`src/rtl/core/bqc_pkg.sv`:
```
// Shared types and constants for the biquad cascade.
// No dependencies.
`default_nettype none
package bqc_pkg;
  localparam int MaxStages = 8;
  localparam int StageW = $clog2(MaxStages + 1);
  localparam int StIdxW = $clog2(MaxStages);
  localparam int CoefDepth = 5 * MaxStages;
  localparam int NumTaps = 5;
  localparam int TapW = 3;
  localparam logic REQ_FILTER = 1'b0;
  localparam logic REQ_LOAD = 1'b1;
  localparam logic CFG_NUM_STAGES = 1'b0;
  localparam logic CFG_POST_SHIFT = 1'b1;

  typedef logic signed [15:0] q15_t;

  typedef struct packed {
    logic       go;
    logic [3:0] sh;
  } stage_ctl_t;

  typedef struct packed {
    logic        valid;
    logic [TapW-1:0] tap;
    q15_t        coef;
  } coef_wr_t;

  function automatic q15_t shift_sat(input logic signed [31:0] acc, input logic [3:0] sh);
    logic signed [31:0] r;
    r = acc >>> (5'd15 - {1'b0, sh});
    if (r > 32'sd32767) return 16'sh7fff;
    else if (r < -32'sd32768) return 16'sh8000;
    else return r[15:0];
  endfunction
endpackage
`default_nettype wire

```
`src/rtl/core/bqc_cell.sv`:
```
// One biquad section: its five coefficients, history and a serial MAC.
// Depends on bqc_pkg.
`default_nettype none
module bqc_cell (
  input  wire logic              clk,
  input  wire logic              rst_n,
  input  wire bqc_pkg::coef_wr_t cw,
  input  wire bqc_pkg::stage_ctl_t ctl,
  input  wire bqc_pkg::q15_t     x_in,
  output bqc_pkg::q15_t          y_out,
  output logic                   done
);
  import bqc_pkg::*;
  q15_t coef_r [NumTaps];
  q15_t x1_r, x2_r, y1_r, y2_r, x_r;
  logic [31:0] acc_r, acc_nxt;
  logic [TapW-1:0] step_r;
  logic busy_r, done_r;
  logic [3:0] sh_r;
  q15_t opnd, y;
  logic signed [31:0] prod_r;
  logic prodv_r;

  // Products leave the multiplier register in the next cycle; a1, a2 subtract.
  always_comb begin
    case (step_r)
      3'd0: opnd = x_r;
      3'd1: opnd = x1_r;
      3'd2: opnd = x2_r;
      3'd3: opnd = y1_r;
      3'd4: opnd = y2_r;
      default: opnd = '0;
    endcase
    acc_nxt = (step_r >= 3'd4 && prodv_r) ? acc_r - prod_r : acc_r + prod_r;
    y = shift_sat(acc_nxt, sh_r);
  end

  always_ff @(posedge clk) begin
    if (cw.valid) coef_r[cw.tap] <= cw.coef;
    if (!rst_n) begin
      for (int i = 0; i < NumTaps; i++) coef_r[i] <= '0;
      x1_r <= '0; x2_r <= '0; y1_r <= '0; y2_r <= '0;
      busy_r <= 1'b0; done_r <= 1'b0; prodv_r <= 1'b0; step_r <= '0;
    end else begin
      done_r <= 1'b0;
      if (ctl.go) begin
        busy_r <= 1'b1; step_r <= '0; acc_r <= '0; x_r <= x_in; sh_r <= ctl.sh;
        prodv_r <= 1'b0;
      end else if (busy_r) begin
        if (step_r < 3'(NumTaps))
          prod_r <= coef_r[step_r] * opnd;
        prodv_r <= step_r < 3'(NumTaps);
        if (prodv_r) acc_r <= acc_nxt;
        step_r <= step_r + 3'd1;
        if (step_r == 3'(NumTaps)) begin
          busy_r <= 1'b0; done_r <= 1'b1; y_out <= y;
          x2_r <= x1_r; x1_r <= x_r; y2_r <= y1_r; y1_r <= y;
        end
      end
    end
  end
  assign done = done_r;
endmodule
`default_nettype wire

```
`config.mk`:
```
export PLATFORM = sky130hd
export DESIGN_NAME = bqc_cell
export DESIGN_NICKNAME = d
export VERILOG_FILES = /design/src/rtl/core/bqc_pkg.sv /design/src/rtl/core/bqc_cell.sv
export SDC_FILE = /design/constraint.sdc
export NUM_CORES = 1
export LEC_CHECK = 0
export BUFFER_PORTS_ARGS = -buffer_cell sky130_fd_sc_hd__buf_2
export CELL_PAD_IN_SITES_DETAIL_PLACEMENT = 0
export CELL_PAD_IN_SITES_GLOBAL_PLACEMENT = 2
export CORE_AREA = 3 3 251 253
export DETAILED_ROUTE_END_ITERATION = 8
export DIE_AREA = 0 0 254 256
export PLACE_DENSITY_LB_ADDON = 0.1
export SKIP_CTS_REPAIR_TIMING = 1
export SLEW_MARGIN = 10
export SYNTH_ARGS = -nofsm -noshare
export SYNTH_HDL_FRONTEND = slang
export SYNTH_SLANG_ARGS = --single-unit
```
`constraint.sdc`:
```
create_clock -name clk -period 11.1 [get_ports clk]
set_input_delay 1.665 -clock clk [delete_from_list [all_inputs] [get_ports clk]]
set_output_delay 1.665 -clock clk [all_outputs]
set_load 0.1 [all_outputs]
```
; ---- Word-level counts from Yosys, hierarchy flattened
; Memories as Yosys holds them, arrays and structs flattened. A register that Yosys moved wholly into a read port is not among the register bits.
; Index checks and enable logic that the tools add are counted.
; W data, S select, Z words.
[totals]
register_bits = 170
mem_bits_rw = 80
input_bits = 43
output_inout_bits = 17
wordCells = 58
n_memories = 1
[classes]
addsub = 4
multipliers = 1
magnitude_cmp = 4
n_eq_ne = 5
shift = 1
mux = 15
n_bitwise = 3
n_reduce_logical = 11
[mem_list]
columns = memory, depth, word_bits, read_ports, rd_ports_with_merged_regs, wr, line_no
row1 = coef_r, 5, 16, 1, 1, 6, bqc_cell.sv:14  ; q15_t coef_r [NumTaps];
[op_table]
columns = cell, n
row1 = $mux W32, 3
row2 = $pmux W16 S5, 1
row3 = $add A32 B32 Y32, 1
row4 = $gt A32 B16 Y1 const B, 1
row5 = $lt A32 B16 Y1 const B, 1
row6 = $mul A16 B16 Y32, 1
row7 = $mux W16, 2
row8 = $sshr A32 B5 Y32, 1
row9 = $sub A32 B32 Y32, 1
row10 = $reduce_and A4 Y1, 2
row11 = $mux W1, 7
row12 = $eq A3 B2 Y1 const B, 2
row13 = $eq A3 B3 Y1 const B, 2
row14 = $mux W3, 2
row15 = $reduce_and A3 Y1, 2
row16 = $sub A4 B4 Y5 const A, 1
row17 = $reduce_bool A2 Y1, 2
row18 = $add A3 B1 Y3 const B, 1
row19 = $eq A3 B1 Y1 const B, 1
row20 = $ge A3 B3 Y1 const B, 1
row21 = $logic_not A3 Y1, 1
row22 = $lt A3 B3 Y1 const B, 1
row23 = $not A1 Y1, 3
row24 = $reduce_or A3 Y1, 1
row25 = 3 further kinds, 3

; ---- Longest topological paths before layout
[logic_depth]
word_depth = 7
mapped_depth = 32
depth_no_buf = 30

; ---- Least setup slack after synthesis
; OpenSTA, ideal clock, no wires.
[synth_timing]
kind = reg2reg
from = reg with a tool-made name
to = reg prod_r[31] (data pin)
setup_ps = 260
arrival_time_ps = 8125
required_time_ps = 10840
setup_slack_ps = 2715
path_stages_with_launch = 28
n_path_buf = 3
path_cell_list = dfxtp_1 clkbuf_1 buf_1 clkbuf_1 mux4_2 mux2i_1 nor2_1 fa_1 inv_1 fa_1 fa_1 fa_1 inv_1 fa_1 inv_1 fa_1 inv_1 ha_1 and3_1 o311ai_0 a31oi_1 a221o_1 a2111oi_0 o31ai_1 o41ai_1 o21ai_0 a21oi_1 xnor2_1
[synth_lines]
columns = item, line_no
row1 = end signal: assignment, bqc_cell.sv:51  ; prod_r <= coef_r[step_r] * opnd;
row2 = end: declaration, bqc_cell.sv:21  ; logic signed [31:0] prod_r;

==> results.tsv <==
stage	metric	value	unit
placed_design	placed insts	3494	
placed_design	Routability Congestion	0.868	
timing	final worst-path cycle share	83.6	%
floorplanning	Initial Util	41.7	%
synthesis	Compound-Gate Fraction of Synth Area	12.1	%
global_routing	first-pass GRT wire length	116000	um
synthesis	adder-cell share of the synthesized area	26.4	%
synthesis	largest family of logic cells by synthesized area	adder cells	
finish	final-stage net count	3167	
timing	RSZ-0062 raised after global routing	no	
synthesis	Synth Area in XOR/XNOR	3.60	%
floorplanning	Die Y	256	um
floorplanning	Core ar.	61300	sq um
synthesis	Post-Syn Instances	2729	
worst_setup_path	Worst EP arrival	9.56	ns
worst_hold_path	HP Start	y2_r[9]	
finish	area occupied by multi-input gates	16200	sq um
timing	Fin. Hold Viols	0	
floorplanning	I/O pin cnt	60	
status	status	completed	
timing	slew margin rel.	18.6	%
synthesis	syn avg cell area	9.37	sq um
placed_design	post-detail-place hpwl	55100	um
synthesis	top cell type's share of synthesized area	20.6	%
clock_network	largest buffer count on any clock path	3	
timing	Setup Skew	0.0245	ns
clock_network	worst skew pair latency	0.56	ns
clock_network	Inserted Clock Buffers	36	
worst_setup_path	largest fanout on the critical path	25	
finish	Finished Core Util	45.4	%
clock_network	Sinks on Clock Net	301	
drt	drt first pass iters	6	
global_routing	total grt overflow	0	
finish	Seq. cell area	7510	sq um
power_and_ir_drop	Static Leak	11.5	nW
synthesis	FFs w/ async S/R, synth	0	%
synthesis	Synth Net Count	3154	
timing	Least-Margin Pin Slew	1.19	ns
drt	vias per inst	5.40	
power_and_ir_drop	PD cells	124	nW/um^2
finish	share of layout cells above drive strength 1	10.3	%
synthesis	mux contribution to synthesized area	6.21	%
finish	Inserted Diodes	0	
timing	final setup vio count	0	
clock_network	Clock Tree Root	clkbuf_16	
global_routing	vias in the first global route	20200	
timing	setup TNS	0	ns
drt	Initial DRC Count	1246	
job	Max-cap violations	0	
synthesis	leading area contributor after synthesis	fa_1	
synthesis	Yosys warnings	0	
floorplanning	Rows	91	
synthesis	largest cells by area after synthesis	fa_1 21%, edfxtp_1 17%, dfxtp_1 12%, nand2_1 6.7%, ha_1 5.8%	
floorplanning	die footprint	65000	sq um
clock_network	CTS tree	done	
clock_network	CTS H-tree lvls	2	
finish	most common cell after layout, fill and taps aside	nand2_1	
finish	filler cell count	5984	
drt	final wirelength	72800	um
drt	Residual DRC	0	
synthesis	Netlist cell types	101	
synthesis	sequential share of the synthesized area	29.4	%
placed_design	Port Buffer Count	59	
global_routing	Overall Global Routing Usage	23.0	%
worst_setup_path	CP Data Required Time	11.38	ns
worst_setup_path	crit start category	flop	
synthesis	Post-synth EDFFs	148	
drt	Vias	19200	
synthesis	post-synthesis simple-gate area fraction	14.8	%
timing	Final Max Slew Viols	0	
clock_network	clk slew on worst S/H paths	0.05	ns
drt	DR WL/cell	20.4	um
worst_setup_path	CP endpoint kind	flop	
synthesis	Seq cells post-synth	301	
synthesis	mapped cell area	25600	sq um
power_and_ir_drop	worst vdd ir	0.100	mV
timing	Peak Freq	0.108	GHz
finish	Final Non-Filler Cells	3560	
finish	most frequent cells in the layout	458 x nand2_1, 345 x inv_1, 268 x nor2_1	
worst_setup_path	CP Class	reg2reg	
worst_hold_path	Hold Crit Class	reg2reg	
global_routing	initial antenna violation count	0	
floorplanning	die width	254	um
drt	Routed Antenna Nets	0	
synthesis	Synth Flop Type	dfxtp_1	
timing	post-route minimum period	9.28	ns
global_routing	largest net degree at the start of global routing	95	
finish	synthesis-to-finish area growth	8.67	%
## final timing paths
kind	to	slack, ns	cells after the start
worst max register to register	prod_r[31]	1.82	24
worst min register to register	y2_r[9]	0.45	2
worst min-delay path	y2_r[9]	0.45	2
worst max-delay path	prod_r[31]	1.82	24
## area by class of cell
type                    count  share of cell area (%)
inverters                 348                    4.72
flip-flops and latches    301                    27.0
clock inverters            16                   0.608
multi-input cells        1957                    58.4
well taps                 790                    3.56
repair buffers             98                    2.12
clock buffers              50                    3.62
## metal layers
layer  vias up  wire (um)  global-route usage (%)
met5         -          0                       0
met4         0       1660                    5.58
met3        99       2970                    2.74
met2       370      36200                    40.1
met1      9678      32000                    30.4
li1       9068          -                       -
## synth_stat cells (all sizes together), types with 23 or more instances
cell type	count
a21o	23
xor2	37
mux4	44
mux2i	38
a21oi	201
nor3	23
edfxtp	148
o21ai	78
ha	119
inv	347
clkbuf	104
nor2	273
dfxtp	153
fa	263
nand2b	28
nand2	458
xnor2	68
## kinds of logic (layout without fill, tap and decap cells)
family,count (synthesis),in the layout
and+or+nand+nor,892,892
AOI/OAI and AO/OA,477,477
buffers and inverters,471,512
adders and majority gates,382,382
DFF,301,301
xor gates and xnor gates,105,105
muxes,101,101
## stage by stage
stage	setup slack (ns)	hold WS (ns)	power, mW	instance area (sq um)
after detailed placement	1.73	0.446	2.30	26600
after global routing	1.03	0.469	3.67	27800
after CTS	1.68	0.454	3.51	27800
after global placement	1.81	0.439	2.29	26600
final	1.82	0.452	3.46	27800
after floorplan	2.71	0.433	2.00	25600
## critical path, cell delays in order, from the launching register on
cell and delay (ns):
dfxtp_2 0.87, mux4_2 0.62, mux2i_1 0.79, nor2_1 0.17, fa_1 0.57, inv_1 0.05
fa_1 0.56, fa_1 0.45, fa_1 0.55, inv_1 0.05, fa_1 0.47, inv_1 0.05
fa_1 0.47, inv_1 0.04, ha_1 0.34, and3_1 0.19, o311ai_0 0.13, a31oi_1 0.32
a221o_1 0.40, a2111oi_0 0.62, o31ai_1 0.24, o41ai_1 0.56, o21ai_0 0.18, a21oi_1 0.20
xnor2_1 0.10
## registers in the layout, indices dropped and copies added (netlist names), 4 cells and up, named ones only
register	count
x1_r	16
x_r	16
x2_r	16
acc_r	32
y_out	16
y1_r	16
coef_r	128
y2_r	16
sh_r	4
prod_r	32
## report_power, final
part	leakage, nW	internal, mW	switching (mW)
registers	2.60	1.23	0.0243
clock network	0.573	0.686	0.498
logic	8.36	0.386	0.637
No activity file was read; power rests on OpenSTA's default activity.
